--- src/rtl/cwk_pkg.sv ---
// ----------------------------------------------------------------------------
// cwk_pkg
// Types, widths and constants of the chroma wedge keyer and hue rotator.
// ----------------------------------------------------------------------------
`timescale 1ns / 1ps
`default_nettype none

package cwk_pkg;

  // Pipeline split: key alpha stages, then blend stages
  localparam int AlphaStages = 3;
  localparam int BlendStages = 2;
  localparam int NumStages   = AlphaStages + BlendStages;

  // Configuration port
  localparam int CfgIdxW  = 3;
  localparam int CfgDataW = 27;

  // Rounding term of the Q16 rotation
  localparam int RotRound = 32768;

  // ceil(2^29 / 255): exact truncating divide by 255 for dividends below 2^21
  localparam int          RecipShift = 29;
  localparam logic [21:0] Recip255   = 22'd2105377;

  typedef enum logic [CfgIdxW-1:0] {
    RegKeyCos       = 3'd0,
    RegKeySin       = 3'd1,
    RegKeyOffset    = 3'd2,
    RegWedgeInvSlope = 3'd3,
    RegRangeGain    = 3'd4,
    RegRotateCos    = 3'd5,
    RegRotateSin    = 3'd6,
    RegInvertKey    = 3'd7
  } cwk_reg_e;

  typedef struct packed {
    logic signed [13:0] key_cos;
    logic signed [13:0] key_sin;
    logic signed [21:0] key_offset;
    logic signed [26:0] wedge_inverse_slope;
    logic        [15:0] range_gain;
    logic signed [18:0] rotate_cos;
    logic signed [18:0] rotate_sin;
    logic               invert_key;
  } cwk_cfg_t;

  localparam cwk_cfg_t CfgRst = '{
    key_cos:             14'sd4096,
    key_sin:             14'sd0,
    key_offset:          22'sd0,
    wedge_inverse_slope: 27'sd4096,
    range_gain:          16'd256,
    rotate_cos:          19'sd65536,
    rotate_sin:          19'sd0,
    invert_key:          1'b0
  };

  typedef struct packed {
    logic [7:0] cb_in;
    logic [7:0] cr_in;
  } cwk_in_t;

  typedef struct packed {
    logic [7:0] cb_out;
    logic [7:0] cr_out;
  } cwk_out_t;

  // Hand-off from the key alpha stages to the blend stages
  typedef struct packed {
    logic signed [7:0]  u;
    logic signed [7:0]  v;
    logic signed [11:0] nu;
    logic signed [11:0] nv;
    logic        [7:0]  alpha;
  } cwk_alpha_t;

endpackage

`default_nettype wire

--- src/rtl/cwk_pipe_ctrl.sv ---
// ----------------------------------------------------------------------------
// cwk_pipe_ctrl
// Valid bits and per-stage load enables of the datapath pipeline.
// ----------------------------------------------------------------------------
`timescale 1ns / 1ps
`default_nettype none

module cwk_pipe_ctrl (
  input  logic                           clk_i,
  input  logic                           rst_ni,
  input  logic                           in_valid_i,
  output logic                           in_ready_o,
  output logic                           out_valid_o,
  input  logic                           out_ready_i,
  output logic [cwk_pkg::NumStages-1:0]  load_o
);
  import cwk_pkg::*;

  logic [NumStages-1:0] valid_q, valid_d;
  logic [NumStages-1:0] free_c;

  // A stage may load when it is empty or its item moves on this cycle
  always_comb begin
    free_c[NumStages-1] = !valid_q[NumStages-1] || out_ready_i;
    for (int k = NumStages - 2; k >= 0; k--) begin
      free_c[k] = !valid_q[k] || free_c[k+1];
    end
  end

  // Advance valid bits with the data; bubbles fill in behind a stall
  always_comb begin
    valid_d = valid_q;
    if (free_c[0]) begin
      valid_d[0] = in_valid_i;
    end
    for (int k = 1; k < NumStages; k++) begin
      if (free_c[k]) begin
        valid_d[k] = valid_q[k-1];
      end
    end
  end

  always_ff @(posedge clk_i or negedge rst_ni) begin
    if (!rst_ni) begin
      valid_q <= '0;
    end else begin
      valid_q <= valid_d;
    end
  end

  assign load_o      = free_c;
  assign in_ready_o  = free_c[0];
  assign out_valid_o = valid_q[NumStages-1];

endmodule

`default_nettype wire

--- config.mk ---
export PLATFORM = sky130hd
export DESIGN_NAME = cwk_pipe_ctrl
export DESIGN_NICKNAME = d
export VERILOG_FILES = /design/src/rtl/cwk_pkg.sv /design/src/rtl/cwk_pipe_ctrl.sv
export SDC_FILE = /design/constraint.sdc
export NUM_CORES = 1
export LEC_CHECK = 0
export ABC_AREA = 1
export BUFFER_PORTS_ARGS = -buffer_cell sky130_fd_sc_hd__buf_2
export CORE_AREA = 2 2 39 41
export CTS_CLUSTER_SIZE = 8
export DETAILED_ROUTE_END_ITERATION = 6
export DIE_AREA = 0 0 41 43
export GPL_TIMING_DRIVEN = 1
export SETUP_SLACK_MARGIN = 0.5
export SLEW_MARGIN = 20
export SYNTH_ARGS = -nofsm -noshare
export SYNTH_HDL_FRONTEND = slang
export SYNTH_SLANG_ARGS = --single-unit
--- constraint.sdc ---
create_clock -name clk_i -period 1.46 [get_ports clk_i]
set_input_delay 0.365 -clock clk_i [delete_from_list [all_inputs] [get_ports clk_i]]
set_output_delay 0.365 -clock clk_i [all_outputs]
set_load 0.05 [all_outputs]
==> results.ini <==
[critical_path]
crit_type=register to output port
path_max_fanout=4
cp-start-kind=register
crit_required_ns=1.10
worst_ep_arrival_time_ns=1.13
end_kind=output port
r2r_slack_ns=0.48

[pwr]
p_int_w=0.000344
sequentialPowerShare_pct=31.8
pwr-share-comb_pct=38.9
total_leakage_power_nw=0.213
switchingPower_w=0.000193
pwr-share-clk_pct=29.4
ir_worst_vdd_mv=0.611
p_sw_share_pct=36.0
power.density_nw_per_um2=1280

[clock_network]
cts_num_sinks=5
cts.root.buffer_cell=clkbuf_4
path_clk_slew_ns=0.04
cts_made_buffers=3
cts_tree=done
clkLatencyLatePin_ns=0.24
cts_buffer_depth=2
h-tree-depth=1

[drt]
vias_per_cell=3.57
drt-initial-drc-count=1
drt_wl_total_um=415
wl_per_cell_um=7.41
drc=0
final_antenna_net_count=0
first_pass_iters=2
dr_total_vias=200

[yosys]
syn_avg_cell_area_um2=9.78
synth_area_leaders=dfrtp_1, inv_1, nand2_1
ys_types=7
yosysSeqAreaShare_pct=58.1
netlist_area_um2=215
yosysTopAreaCellShare_pct=58.1
synth_area_leader_cell=dfrtp_1
synth_nets=26
yosys_register_bits=5
postSynthCellCount=22
yosys_warnings=0

[sta]
hold_violations=0
rsz0062_at_grt=yes
fin_worst_skew_ns=0.00247
timing.fmax_mhz=669
slew_violations=0
worstMarginPinSlew_ns=0.151
setup_viol_count_final=3
max-slew-margin-rel_pct=89.9
fin_crit_sh_pct=102
layout_setup_ws_ns=-0.0358
period_minus_slack_ns=1.50

[finish]
num_antenna_cells=0
layout.nets=45
drive_gt1_share_pct=52.5
largest_reg_flops=5
final_core_util_pct=30.3
largestRegisters=valid_q x5
area_growth_pct=94.8
top_register=valid_q

[grt]
antenna_found_initial=0
grt_start_max_net_pins=6
grt_pass1_wl_um=759
grt_pass1_vias=210
grt_usage_pct=7.19
grt_overflow=0

[flow_run]
drv_cap=0

[die]
chipWidth_um=41
die_h_um=43
fp.dieArea_um2=1760
ios=11
core_area_um2=1380
initial_utilization_pct=15.6
rows=14

[outcome]
status=finished with violations
violations=negative setup slack

[placed_design]
port_buffers=10
gp_congestion=0.606
pre_cts_ws_ns=-0.00758
dp_hpwl_um=302

[min_path]
hold_class=input port to register

synth_stat cells (all sizes together):
master,n
nand3,2
or2,1
nor2,1
dfrtp,5
nand2,6
buf,1
inv,6
cells in the final DEF (no fill, tap or decap), drive strengths merged:
| master | instances |
|---|---|
| dlygate4sd3 | 1 |
| clkbuf | 4 |
| dfrtp | 5 |
| or2 | 1 |
| inv | 6 |
| nor2 | 1 |
| nand3 | 2 |
| buf | 14 |
| nand2 | 6 |
metrics by stage:
| step | cells | total power (W) | hold WS, ns | cell area (um2) | TNS [ns] |
|---|---|---|---|---|---|
| after floorplan | 22 | 0.000293 | 0.0694 | 231 | -0.683 |
| after global placement | 48 | 0.000325 | 0.183 | 302 | 0 |
| after detailed placement | 48 | 0.000328 | 0.182 | 302 | -0.00819 |
| after CTS | 54 | 0.000539 | 0.293 | 400 | -0.179 |
| after global routing | 56 | 0.000576 | 0.319 | 419 | -0.427 |
| final | 56 | 0.000537 | 0.313 | 419 | -0.0959 |
cell type report:
type                       instances  area (um2)
clock buffer                       4        26.3
inverter                           6        22.5
timing repair buffer              15         149
sequential                         5         126
fill                             142         965
multi-input combinational         10        75.1
tap                               16        20.0
path summary, 6_finish.rpt:
kind	depth (start not counted)	end	start
worst min-delay path	3	valid_q[0]$_DFFE_PN0P_	in_valid_i
worst max-delay path	4	load_o[1]	valid_q[3]$_DFFE_PN0P_
max in group asynchronous	2	valid_q[4]$_DFFE_PN0P_	rst_ni
worst max register to register	5	valid_q[0]$_DFFE_PN0P_	valid_q[3]$_DFFE_PN0P_
worst min register to register	2	valid_q[3]$_DFFE_PN0P_	valid_q[2]$_DFFE_PN0P_
min in group asynchronous	2	valid_q[3]$_DFFE_PN0P_	rst_ni
cell families (layout without fill, tap and decap cells):
kind of cell           after synthesis  count (layout)  share of synthesized area, %
buffers and inverters                7              25                          14.0
DFF                                  5               5                          58.1
and+or+nand+nor                     10              10                          27.9
power groups by stage:
stage,sequential [W],combinational (W),clock [W]
detailed placement,0.000173,0.000155,0
finish,0.000171,0.000209,0.000158
global route,0.000173,0.000225,0.000178
CTS,0.000171,0.000200,0.000168
global placement,0.000172,0.000154,0
floorplan,0.000180,0.000114,0
per-layer routing:
layer / vias to the layer above / global-route usage, % / wire [um]
met5: - / 0 / 0
met4: 0 / 4.00 / 0
met3: 0 / 6.28 / 66
met2: 15 / 10.9 / 204
met1: 87 / 5.94 / 144
li1: 98 / - / -
what timing repair did:
item	4_1_cts	5_1_grt
resized for setup	17	1
setup endpoints to repair	7	7
endpoints found under the hold margin	5	0
setup buffers	1	2
hold buffers	1	0
worst max-delay path, cell delays in order, from the launching register on:
cell	delay (ns)
dfrtp_1	0.38
nand3_4	0.10
nor2_4	0.14
nand2_1	0.11
buf_6	0.16
No activity file was read; power rests on OpenSTA's default activity.
