<file path="src/rtl/cwk_pkg.sv">
// ----------------------------------------------------------------------------
// cwk_pkg
// Types, widths and constants of the chroma wedge keyer and hue rotator.
// ----------------------------------------------------------------------------
`timescale 1ns / 1ps
`default_nettype none

package cwk_pkg;

  // Pipeline split: key alpha stages, then blend stages
  localparam int AlphaStages = 3;
  localparam int BlendStages = 2;
  localparam int NumStages   = AlphaStages + BlendStages;

  // Configuration port
  localparam int CfgIdxW  = 3;
  localparam int CfgDataW = 27;

  // Rounding term of the Q16 rotation
  localparam int RotRound = 32768;

  // ceil(2^29 / 255): exact truncating divide by 255 for dividends below 2^21
  localparam int          RecipShift = 29;
  localparam logic [21:0] Recip255   = 22'd2105377;

  typedef enum logic [CfgIdxW-1:0] {
    RegKeyCos       = 3'd0,
    RegKeySin       = 3'd1,
    RegKeyOffset    = 3'd2,
    RegWedgeInvSlope = 3'd3,
    RegRangeGain    = 3'd4,
    RegRotateCos    = 3'd5,
    RegRotateSin    = 3'd6,
    RegInvertKey    = 3'd7
  } cwk_reg_e;

  typedef struct packed {
    logic signed [13:0] key_cos;
    logic signed [13:0] key_sin;
    logic signed [21:0] key_offset;
    logic signed [26:0] wedge_inverse_slope;
    logic        [15:0] range_gain;
    logic signed [18:0] rotate_cos;
    logic signed [18:0] rotate_sin;
    logic               invert_key;
  } cwk_cfg_t;

  localparam cwk_cfg_t CfgRst = '{
    key_cos:             14'sd4096,
    key_sin:             14'sd0,
    key_offset:          22'sd0,
    wedge_inverse_slope: 27'sd4096,
    range_gain:          16'd256,
    rotate_cos:          19'sd65536,
    rotate_sin:          19'sd0,
    invert_key:          1'b0
  };

  typedef struct packed {
    logic [7:0] cb_in;
    logic [7:0] cr_in;
  } cwk_in_t;

  typedef struct packed {
    logic [7:0] cb_out;
    logic [7:0] cr_out;
  } cwk_out_t;

  // Hand-off from the key alpha stages to the blend stages
  typedef struct packed {
    logic signed [7:0]  u;
    logic signed [7:0]  v;
    logic signed [11:0] nu;
    logic signed [11:0] nv;
    logic        [7:0]  alpha;
  } cwk_alpha_t;

endpackage

`default_nettype wire

</file>
<file path="src/rtl/cwk_blend.sv">
// ----------------------------------------------------------------------------
// cwk_blend
// Blend rotated chroma with the original by alpha/255, clamp and recenter.
// Two register stages, the second is the output register.
// ----------------------------------------------------------------------------
`timescale 1ns / 1ps
`default_nettype none

module cwk_blend (
  input  logic                             clk_i,
  input  logic [cwk_pkg::BlendStages-1:0]  load_i,
  input  cwk_pkg::cwk_alpha_t              alpha_i,
  output cwk_pkg::cwk_out_t                pix_o
);
  import cwk_pkg::*;

  // Clamp a signed quotient, given as sign and magnitude, to -128..127
  // and add 128
  function automatic logic [7:0] clamp_out(input logic neg, input logic [12:0] q);
    logic [7:0] r;
    if (!neg) begin
      r = (q > 13'd127) ? 8'd255 : {1'b1, q[6:0]};
    end else begin
      r = (q > 13'd128) ? 8'd0 : (8'd128 - q[7:0]);
    end
    return r;
  endfunction

  // ---------------- stage 4: weighted sum, sign and magnitude ----------------
  // With alpha zero the sum is the original times 255, so the pair passes
  // through unchanged without a separate bypass.
  logic signed [8:0]  a_s_c, ac_s_c;
  logic signed [20:0] nua_c, nva_c;
  logic signed [16:0] uac_c, vac_c;
  logic signed [20:0] su_c, sv_c;
  logic        [19:0] magu_d, magv_d;

  logic [19:0] magu_q, magv_q;
  logic        negu_q, negv_q;

  assign a_s_c  = signed'({1'b0, alpha_i.alpha});
  assign ac_s_c = signed'({1'b0, ~alpha_i.alpha});

  assign nua_c = 21'($signed(alpha_i.nu)) * 21'(a_s_c);
  assign nva_c = 21'($signed(alpha_i.nv)) * 21'(a_s_c);
  assign uac_c = 17'($signed(alpha_i.u)) * 17'(ac_s_c);
  assign vac_c = 17'($signed(alpha_i.v)) * 17'(ac_s_c);

  assign su_c = nua_c + 21'(uac_c);
  assign sv_c = nva_c + 21'(vac_c);

  assign magu_d = su_c[20] ? 20'(-su_c) : su_c[19:0];
  assign magv_d = sv_c[20] ? 20'(-sv_c) : sv_c[19:0];

  always_ff @(posedge clk_i) begin
    if (load_i[0]) begin
      magu_q <= magu_d;
      magv_q <= magv_d;
      negu_q <= su_c[20];
      negv_q <= sv_c[20];
    end
  end

  // ---------------- stage 5: divide by 255, clamp, output register ----------------
  logic [41:0] qu_prod_c, qv_prod_c;
  logic [12:0] qu_c, qv_c;

  cwk_out_t out_q;

  assign qu_prod_c = 42'(magu_q) * 42'(Recip255);
  assign qv_prod_c = 42'(magv_q) * 42'(Recip255);
  assign qu_c      = qu_prod_c[RecipShift+12:RecipShift];
  assign qv_c      = qv_prod_c[RecipShift+12:RecipShift];

  always_ff @(posedge clk_i) begin
    if (load_i[1]) begin
      out_q.cb_out <= clamp_out(negu_q, qu_c);
      out_q.cr_out <= clamp_out(negv_q, qv_c);
    end
  end

  assign pix_o = out_q;

endmodule

`default_nettype wire

</file>
<file path="config.mk">
export PLATFORM = sky130hd
export DESIGN_NAME = cwk_blend
export DESIGN_NICKNAME = d
export VERILOG_FILES = /design/src/rtl/cwk_pkg.sv /design/src/rtl/cwk_blend.sv
export SDC_FILE = /design/constraint.sdc
export NUM_CORES = 1
export LEC_CHECK = 0
export ABC_AREA = 1
export BUFFER_PORTS_ARGS = -buffer_cell sky130_fd_sc_hd__buf_2
export CAP_MARGIN = 25
export CORE_ASPECT_RATIO = 0.5
export CORE_MARGIN = 2
export CORE_UTILIZATION = 40
export CTS_BUF_LIST = sky130_fd_sc_hd__clkbuf_4
export DETAILED_ROUTE_END_ITERATION = 6
export PLACE_DENSITY = 0.52
export SYNTH_ARGS = -nofsm -noshare
export SYNTH_HDL_FRONTEND = slang
export SYNTH_SLANG_ARGS = --single-unit
</file>
<file path="constraint.sdc">
create_clock -name clk_i -period 13.65 [get_ports clk_i]
set_input_delay 2.73 -clock clk_i [delete_from_list [all_inputs] [get_ports clk_i]]
set_output_delay 2.73 -clock clk_i [all_outputs]
set_load 0.1 [all_outputs]
</file>
==> results.sh <==
export IMPL_status="finished clean"
export IMPL_slew_headroom_pct=38.6
export IMPL_row_count=63
export IMPL_grt_pass1_wl_um=101000
export IMPL_io_buffer_count=66
export IMPL_grt_util_all_layers_pct=20.6
export IMPL_fp_dieH_um=176
export IMPL_yosys_warnings=0
export IMPL_layout_common_cells="886 x nand2_1, 836 x inv_1, 418 x ha_1"
export IMPL_synth_distinct_cells=47
export IMPL_worst_pin_slew_ns=0.921
export IMPL_synth_area_sq_um=23800
export IMPL_clk_pin_slew_ns=0.13
export IMPL_fin_cells=4075
export IMPL_syn2layout_area_growth_pct=5.22
export IMPL_synth_top_cell_area_share_pct=26.4
export IMPL_synth_ff_type="edfxtp_1"
export IMPL_cts_hold_buf=0
export IMPL_first_iter_violations=904
export IMPL_postCtsSetupRepairBufs=0
export IMPL_crit_arrival_ns=8.92
export IMPL_nFillCells=6238
export IMPL_crit_slowest_cell="buf_2"
export IMPL_root_buffer="clkbuf_4"
export IMPL_critical_path_buf_inv_count=7
export IMPL_synth_edf_count=58
export IMPL_wl_met2_um=25300
export IMPL_cts_sinks=58
export IMPL_gp_congestion=0.895
export IMPL_route_met3_wl_um=2260
export IMPL_syn_area_per_cell_sq_um=7.28
export IMPL_dr_pass1_iters=5
export IMPL_numCtsBuffers=9
export IMPL_routed_top_layer="met4"
export IMPL_fin_nets=4072
export IMPL_min_period_over_period_pct=63.6
export IMPL_viasPerCell=4.68
export IMPL_syn_inst=3270
export IMPL_cts_tree="built"
export IMPL_layout_commonest_cell="nand2_1"
export IMPL_vias=19100
export IMPL_clock_fmax_ghz=0.115
export IMPL_gr_total_overflow=0
export IMPL_place_worst_setup_slack_ns=4.50
export IMPL_dieArea_sq_um=61600
export IMPL_cp_max_fo=35
export IMPL_drive_gt1_share_pct=4.95
export IMPL_crit_path_max_incr_delay_ns=0.66
export IMPL_ys_seq_area_share_pct=7.32
export IMPL_yosys_area_top_type="fa_1"
export IMPL_crit_path_end_kind="register"
export IMPL_start_kind="primary input"
export IMPL_utilization_pct=42.4
export IMPL_hold_path_class="register to register"
export IMPL_hpwlAfterDp_um=51900
export IMPL_insertion_delay_ns=0.51
export IMPL_fin_ws_ns=4.97
export IMPL_start_util_pct=40.3
export IMPL_antenna_found_initial=1
export IMPL_cts_resized_gates=0
export IMPL_cp_top_family="adder cells"
export IMPL_ant_nets=0
export IMPL_htreeDepth=3
export IMPL_finalCriticalPeriod_ns=8.68
export IMPL_max_cap_violations=0
export IMPL_io_pins=67
export IMPL_finalClockSkew_ns=0.0433
export IMPL_hold_depth=1
export IMPL_dp_cells=4058
export IMPL_hold_viol_final=0
export IMPL_slew_viol_final=0
export IMPL_async_flop_share_pct=0
export IMPL_setup_tns_ns=0
export IMPL_path_depth=28
export IMPL_setup_viol=0
export IMPL_avgRoutedWirePerCell_um=14.6
export IMPL_core_area_sq_um=59000
export IMPL_ys_top_cells_by_area="fa_1 26%, ha_1 22%, nand2_1 14%"
export IMPL_rsz0062_at_grt="false"
export IMPL_setup_worst_path_class="primary input to register"
export IMPL_chipWidth_um=349
export IMPL_cp_data_required_time_ns=13.89
export IMPL_wl_um=59500
export IMPL_ys_ff_latch=58
export IMPL_reg2reg_depth=26
export IMPL_grt_pass1_vias=19500
export IMPL_grt_max_degree=43
export IMPL_clk_path_buf_depth=2
export IMPL_drc_errors=0
export IMPL_met1_length_um=31500
metal layers:
metal,vias up,global-route usage (%)
met5,-,0
met4,0,2.39
met3,20,1.61
met2,325,33.0
met1,8879,31.2
li1,9835,-
layout make-up:
type	count	area [sq um]	share of cell area, %
antenna	1	2.50	0.00999
clock buffer	9	67.6	0.270
clock inverter	7	125	0.500
inverter	841	3160	12.6
multi-input combinational	2309	18600	74.3
sequential	58	1740	6.96
tap	780	976	3.90
timing repair buffer	70	360	1.44
final timing paths:
kind                        start                       to  slack, ns
min reg2reg      negu_q$_DFFE_PP_  pix_o[15]$_SDFFCE_PN1P_       0.87
max                    alpha_i[3]     magu_q[17]$_DFFE_PP_       4.97
max reg2reg  magu_q[14]$_DFFE_PP_      pix_o[10]$_DFFE_PP_       8.53
min              negu_q$_DFFE_PP_  pix_o[15]$_SDFFCE_PN1P_       0.87
logic make-up after synthesis:
kind of cell    Yosys count  synth area share (%)
simple gates           1376                  24.2
compound gates          132                  3.05
buf+inv                 904                  14.5
fa+ha+maj               732                  48.4
xor+xnor                 67                  2.56
flops                    58                  7.32
other cells               1                0.0158
Yosys cell counts, types with 2 or more instances:
library cell	instances
a21o_1	5
a21oi_1	76
a31oi_1	3
and2_1	4
buf_1	12
buf_2	3
buf_6	3
clkbuf_1	34
clkbuf_2	9
edfxtp_1	58
fa_1	314
ha_1	418
inv_1	836
inv_2	4
nand2_1	886
nand2_2	29
nand2_4	7
nand3_1	119
nand3_2	3
nand3b_1	11
nand4_1	32
nor2_1	236
nor2_2	12
nor2_4	5
nor3_1	21
nor3_2	4
o21a_1	3
o21ai_0	29
o21ai_1	4
o21bai_1	6
o31ai_1	2
or2_2	3
xnor2_1	24
xor2_1	40
xor2_2	3
through the flow:
stage	hold slack, ns	instance area [sq um]
detailed placement	0.787	24800
floorplan	0.626	23800
CTS	0.844	25000
global placement	0.791	24800
finish	0.867	25000
global route	0.884	25000
flip-flops by register name, summed over array words and instances, names as in the netlist:
| register | cells |
|---|---|
| pix_o | 16 |
| magu_q | 20 |
| negu_q | 1 |
| negv_q | 1 |
| magv_q | 20 |
Power is not shown: default switching activity piles up to over one toggle a cycle in this logic, so the estimate is an artifact.
