--- src/rtl/cwk_pkg.sv ---
// ----------------------------------------------------------------------------
// cwk_pkg
// Types, widths and constants of the chroma wedge keyer and hue rotator.
// ----------------------------------------------------------------------------
`timescale 1ns / 1ps
`default_nettype none

package cwk_pkg;

  // Pipeline split: key alpha stages, then blend stages
  localparam int AlphaStages = 3;
  localparam int BlendStages = 2;
  localparam int NumStages   = AlphaStages + BlendStages;

  // Configuration port
  localparam int CfgIdxW  = 3;
  localparam int CfgDataW = 27;

  // Rounding term of the Q16 rotation
  localparam int RotRound = 32768;

  // ceil(2^29 / 255): exact truncating divide by 255 for dividends below 2^21
  localparam int          RecipShift = 29;
  localparam logic [21:0] Recip255   = 22'd2105377;

  typedef enum logic [CfgIdxW-1:0] {
    RegKeyCos       = 3'd0,
    RegKeySin       = 3'd1,
    RegKeyOffset    = 3'd2,
    RegWedgeInvSlope = 3'd3,
    RegRangeGain    = 3'd4,
    RegRotateCos    = 3'd5,
    RegRotateSin    = 3'd6,
    RegInvertKey    = 3'd7
  } cwk_reg_e;

  typedef struct packed {
    logic signed [13:0] key_cos;
    logic signed [13:0] key_sin;
    logic signed [21:0] key_offset;
    logic signed [26:0] wedge_inverse_slope;
    logic        [15:0] range_gain;
    logic signed [18:0] rotate_cos;
    logic signed [18:0] rotate_sin;
    logic               invert_key;
  } cwk_cfg_t;

  localparam cwk_cfg_t CfgRst = '{
    key_cos:             14'sd4096,
    key_sin:             14'sd0,
    key_offset:          22'sd0,
    wedge_inverse_slope: 27'sd4096,
    range_gain:          16'd256,
    rotate_cos:          19'sd65536,
    rotate_sin:          19'sd0,
    invert_key:          1'b0
  };

  typedef struct packed {
    logic [7:0] cb_in;
    logic [7:0] cr_in;
  } cwk_in_t;

  typedef struct packed {
    logic [7:0] cb_out;
    logic [7:0] cr_out;
  } cwk_out_t;

  // Hand-off from the key alpha stages to the blend stages
  typedef struct packed {
    logic signed [7:0]  u;
    logic signed [7:0]  v;
    logic signed [11:0] nu;
    logic signed [11:0] nv;
    logic        [7:0]  alpha;
  } cwk_alpha_t;

endpackage

`default_nettype wire

--- src/rtl/cwk_alpha.sv ---
// ----------------------------------------------------------------------------
// cwk_alpha
// Key frame rotation, wedge distance, key alpha and the Q16 chroma rotation.
// Three register stages.
// ----------------------------------------------------------------------------
`timescale 1ns / 1ps
`default_nettype none

module cwk_alpha (
  input  logic                             clk_i,
  input  logic [cwk_pkg::AlphaStages-1:0]  load_i,
  input  cwk_pkg::cwk_in_t                 pix_i,
  input  cwk_pkg::cwk_cfg_t                cfg_i,
  output cwk_pkg::cwk_alpha_t              alpha_o
);
  import cwk_pkg::*;

  // ---------------- stage 1: center and rotate into key frame ----------------
  logic signed [7:0]  u_d, v_d;
  logic signed [21:0] ucos_c, vsin_c, vcos_c, usin_c;
  logic signed [22:0] xs_d, ys_d;

  logic signed [7:0]  u1_q, v1_q;
  logic signed [22:0] xs1_q, ys1_q;

  // Subtracting 128 from an 8-bit sample flips its top bit
  assign u_d = {~pix_i.cb_in[7], pix_i.cb_in[6:0]};
  assign v_d = {~pix_i.cr_in[7], pix_i.cr_in[6:0]};

  assign ucos_c = 22'(u_d) * 22'($signed(cfg_i.key_cos));
  assign vsin_c = 22'(v_d) * 22'($signed(cfg_i.key_sin));
  assign vcos_c = 22'(v_d) * 22'($signed(cfg_i.key_cos));
  assign usin_c = 22'(u_d) * 22'($signed(cfg_i.key_sin));

  assign xs_d = 23'(ucos_c) + 23'(vsin_c);
  assign ys_d = 23'(vcos_c) - 23'(usin_c);

  always_ff @(posedge clk_i) begin
    if (load_i[0]) begin
      u1_q  <= u_d;
      v1_q  <= v_d;
      xs1_q <= xs_d;
      ys1_q <= ys_d;
    end
  end

  // ---------------- stage 2: wedge distance and chroma rotation ----------------
  logic        [10:0] y_c, ay_c;
  logic signed [11:0] ay_s_c;
  logic signed [38:0] slope_c;
  logic signed [22:0] xk_c;
  logic signed [39:0] d_c;
  logic        [28:0] dsat_d;
  logic signed [26:0] rcu_c, rsv_c, rsu_c, rcv_c;
  logic signed [28:0] nus_c, nvs_c;
  logic signed [11:0] nu_d, nv_d;

  logic signed [7:0]  u2_q, v2_q;
  logic        [28:0] dsat2_q;
  logic signed [11:0] nu2_q, nv2_q;

  // Floor shift by 12 is a plain part-select of the two's complement sum
  assign y_c    = ys1_q[22:12];
  assign ay_c   = y_c[10] ? (~y_c + 11'd1) : y_c;
  assign ay_s_c = signed'({1'b0, ay_c});
  assign slope_c = 39'(ay_s_c) * 39'($signed(cfg_i.wedge_inverse_slope));
  assign xk_c   = {xs1_q[22:12], 12'd0};
  assign d_c    = 40'($signed(cfg_i.key_offset)) - 40'(xk_c) + 40'(slope_c);

  // Saturate the distance: negative gives alpha 0, 2^28 and up gives 255
  // for any nonzero gain, so 2^28 stands in for every larger value
  always_comb begin
    if (d_c[39]) begin
      dsat_d = '0;
    end else if (|d_c[38:28]) begin
      dsat_d = {1'b1, 28'd0};
    end else begin
      dsat_d = d_c[28:0];
    end
  end

  assign rcu_c = 27'($signed(cfg_i.rotate_cos)) * 27'(u1_q);
  assign rsv_c = 27'($signed(cfg_i.rotate_sin)) * 27'(v1_q);
  assign rsu_c = 27'($signed(cfg_i.rotate_sin)) * 27'(u1_q);
  assign rcv_c = 27'($signed(cfg_i.rotate_cos)) * 27'(v1_q);

  assign nus_c = 29'(rcu_c) - 29'(rsv_c) + 29'(RotRound);
  assign nvs_c = 29'(rsu_c) + 29'(rcv_c) + 29'(RotRound);

  // Rounded results stay within -1024..1024
  assign nu_d = nus_c[27:16];
  assign nv_d = nvs_c[27:16];

  always_ff @(posedge clk_i) begin
    if (load_i[1]) begin
      u2_q    <= u1_q;
      v2_q    <= v1_q;
      dsat2_q <= dsat_d;
      nu2_q   <= nu_d;
      nv2_q   <= nv_d;
    end
  end

  // ---------------- stage 3: range gain, clamp and invert ----------------
  logic [44:0] prod_c;
  logic [7:0]  alpha_c, alpha_d;

  cwk_alpha_t alpha3_q;

  assign prod_c  = 45'(dsat2_q) * 45'(cfg_i.range_gain);
  assign alpha_c = (|prod_c[44:28]) ? 8'hFF : prod_c[27:20];
  // 255 - alpha is the bitwise complement for 8 bits
  assign alpha_d = cfg_i.invert_key ? ~alpha_c : alpha_c;

  always_ff @(posedge clk_i) begin
    if (load_i[2]) begin
      alpha3_q.u     <= u2_q;
      alpha3_q.v     <= v2_q;
      alpha3_q.nu    <= nu2_q;
      alpha3_q.nv    <= nv2_q;
      alpha3_q.alpha <= alpha_d;
    end
  end

  assign alpha_o = alpha3_q;

endmodule

`default_nettype wire

--- config.mk ---
export PLATFORM = sky130hd
export DESIGN_NAME = cwk_alpha
export DESIGN_NICKNAME = d
export VERILOG_FILES = /design/src/rtl/cwk_pkg.sv /design/src/rtl/cwk_alpha.sv
export SDC_FILE = /design/constraint.sdc
export NUM_CORES = 2
export LEC_CHECK = 0
export CAP_MARGIN = 20
export CORE_AREA = 2 2 534 324
export CTS_CLUSTER_DIAMETER = 100
export CTS_CLUSTER_SIZE = 16
export DETAILED_ROUTE_END_ITERATION = 12
export DIE_AREA = 0 0 536 326
export DONT_BUFFER_PORTS = 1
export GPL_ROUTABILITY_DRIVEN = 0
export PLACE_DENSITY_LB_ADDON = 0.15
export REMOVE_ABC_BUFFERS = 1
export SYNTH_ARGS = -nofsm -noshare
export SYNTH_HDL_FRONTEND = slang
export SYNTH_SLANG_ARGS = --single-unit
--- constraint.sdc ---
create_clock -name clk_i -period 10.3 [get_ports clk_i]
set_input_delay 1.03 -clock clk_i [delete_from_list [all_inputs] [get_ports clk_i]]
set_output_delay 1.03 -clock clk_i [all_outputs]
set_load 0.05 [all_outputs]
==> impl_metrics.py <==
metrics = {
    "clock_tree": {
        "cts.hold.buffers_added": 0,
        "cts_tree": "yes",
        "cts_resized": 0,
        "cts.clk_slew.worst_paths_ns": 0.07,
        "htreeDepth": 4,
        "post_cts_buffers": 0,
        "clock_path_buffers": 2,
        "numCtsBuffers": 17,
        "clockRootBuffer": "clkbuf_16",
        "clock_latency_ns": 0.50,
        "cts.sinks": 155,
    },
    "final_layout": {
        "fillers": 16800,
        "final_cell_mix": "fa_1, inv_1, nand2_1",
        "instances_no_fill": 9089,
        "drive_gt1_frac": 0.0206,
        "final_common_cell": "fa_1",
        "synthToLayoutAreaGrowth_pct": 3.97,
        "nNetsFinal": 9177,
    },
    "sta": {
        "setup_viol": 0,
        "drv_slew": 0,
        "finalCritPeriodShare": 0.896,
        "clock.fmax_mhz": 108,
        "fin_worst_skew_ns": 0.0185,
        "setup_slack_ns": 1.07,
        "worstMarginPinSlew_ns": 1.07,
        "min_period_ns": 9.23,
        "slew_headroom": 0.287,
        "fin_tns_setup_ns": 0,
        "grt_setup_unrepaired": "false",
        "finalHoldViolations": 0,
    },
    "worst_setup_path": {
        "critical_path_class": "reg -> reg",
        "cp-end-kind": "flop",
        "worst_path_max_delay_cell": "a2111oi_0",
        "arrival_ns": 9.54,
        "required_ns": 10.61,
        "cpPeakStageDelay_ns": 0.61,
        "start_kind": "flop",
        "cp_max_fo": 28,
        "cpMostUsedCell": "fa_1",
    },
    "drt": {
        "vias": 45200,
        "drtAntennaViolNets": 0,
        "drcViolationCount": 0,
        "detail_route.wirelength_um": 193000,
        "wl_per_cell_um": 21.3,
        "dr.pass1.iters": 8,
        "routed_via_density": 4.97,
        "drt_iter0_drc": 3340,
    },
    "synthesis": {
        "netlist_area_mm2": 0.0674,
        "synth-seq-cells": 155,
        "ys.warnings.count": 0,
        "synthFlopType": "edfxtp_1",
        "synth.distinct_cells": 69,
        "syn_area_per_cell_um2": 9.57,
        "synthCells": 7049,
        "synth_simple_gate_area_frac": 0.157,
        "seq_area_frac_synth": 0.0690,
        "synth_fa_ha_area_frac": 0.607,
        "async_flop_share": 0,
        "synth_compound_area_frac": 0.0319,
        "synth_xor_area_frac": 0.0204,
        "synth_edf_count": 155,
        "synthMuxAreaShare": 0.000297,
        "synth_top_family_by_area": "adder cells",
    },
    "placement": {
        "portBuffers": 0,
        "place_inst": 9055,
        "pre_cts_slack_ns": 1.18,
        "dp_hpwl_um": 157000,
    },
    "floorplanning": {
        "die_area_mm2": 0.175,
        "die_x_um": 536,
        "die_h_um": 326,
        "rows": 118,
        "ios": 200,
        "initial_core_util": 0.395,
        "design.core.area_mm2": 0.171,
    },
    "global_route": {
        "grt_pass1_vias": 49700,
        "grt_usage": 0.232,
        "antenna_found_initial": 17,
        "grt_max_degree": 70,
        "grt.overflow.total": 0,
        "grt_pass1_wl_um": 308000,
    },
    "min_path": {
        "hp-class": "reg -> reg",
    },
    "outcome": {
        "status": "complete, no violations",
    },
    "flow_run": {
        "drv_cap": 0,
    },
}
==> worst max-delay path: cells and delay by family (launching register included) <==
family	cells	cell delay, ns
AOI/OAI and AO/OA	10	3.03
xor gates and xnor gates	1	0.15
adders and majority gates	8	3.45
buffers and inverters	5	0.59
DFF	1	0.39
and+or+nand+nor	6	1.42
==> routing by layer <==
metal  track usage  vias to the layer above  wire (µm)
met1         0.386                    23800     102000
met4        0.0232                        0       1510
met5             0                        -          0
li1              -                    19900          -
met2         0.306                     1379      73500
met3        0.0533                       98      16400
==> final timing paths <==
kind / start / to / slack [ns] / cells past startpoint
min reg2reg: v2_q[2] / alpha_o[34] / 0.42 / 0
max reg2reg: ys1_q[13] / dsat2_q[10] / 1.07 / 30
min: v2_q[2] / alpha_o[34] / 0.42 / 0
max: ys1_q[13] / dsat2_q[10] / 1.07 / 30
==> cells by family after synthesis <==
| kind of cell | count (synthesis) |
|---|---|
| buf+inv | 2047 |
| xor+xnor | 157 |
| compound gates | 328 |
| flops | 155 |
| fa+ha+maj | 2231 |
| simple gates | 2129 |
| mux | 2 |
==> final cells by class <==
cell class	instances	area, µm²	area share
multi-input cells	4847	55100	0.787
inverters	1726	6480	0.0924
flip-flops and latches	155	4650	0.0664
well taps	2280	2850	0.0407
clock buffers	17	425	0.00607
repair buffers	47	365	0.00521
clock inverters	15	178	0.00253
diodes	2	5.00	0.0000714
==> metrics by stage <==
stage / util / area [µm²] / hold slack [ns]
floorplan: - / 66200 / 0.400
global placement: 0.408 / 69500 / 0.403
detailed placement: 0.408 / 69500 / 0.405
CTS: 0.411 / 70100 / 0.420
global route: 0.411 / 70100 / 0.428
finish: 0.411 / 70100 / 0.418
==> synthesized netlist by cell type, types with 4 or more instances <==
library cell | instances | area share
a211o_1 | 5 | 0.00065
a211oi_1 | 9 | 0.0010
a21boi_0 | 4 | 0.00045
a21o_1 | 40 | 0.0045
a21oi_1 | 105 | 0.0078
a31o_2 | 4 | 0.00052
a31oi_1 | 11 | 0.0010
a41o_1 | 4 | 0.00059
and2_1 | 807 | 0.075
and3_1 | 11 | 0.0010
clkbuf_1 | 315 | 0.018
edfxtp_1 | 155 | 0.069
fa_1 | 1734 | 0.51
ha_1 | 497 | 0.092
inv_1 | 1726 | 0.096
nand2_1 | 939 | 0.052
nand2b_1 | 59 | 0.0055
nand3_1 | 29 | 0.0022
nand3b_1 | 4 | 0.00045
nand4_1 | 13 | 0.0012
nor2_1 | 148 | 0.0082
nor2b_1 | 17 | 0.0016
nor3_1 | 27 | 0.0020
nor3b_1 | 10 | 0.0011
nor4_1 | 8 | 0.00074
o2111ai_1 | 4 | 0.00052
o211ai_1 | 9 | 0.0010
o21a_1 | 21 | 0.0023
o21ai_0 | 61 | 0.0045
o21bai_1 | 9 | 0.0010
o22ai_1 | 4 | 0.00037
o31ai_1 | 9 | 0.0010
or2_2 | 38 | 0.0035
or3_1 | 7 | 0.00065
xnor2_1 | 122 | 0.016
xor2_1 | 35 | 0.0045
==> flip-flops by register name, indices dropped and copies added, names as in the netlist <==
signal,count
nv2_q,12
u2_q,8
ys1_q,11
v2_q,8
v1_q,8
nu2_q,12
xs1_q,11
dsat2_q,29
alpha_o,48
u1_q,8
Power is not shown: default switching activity piles up to over one toggle a cycle in this logic, so the estimate is an artifact.
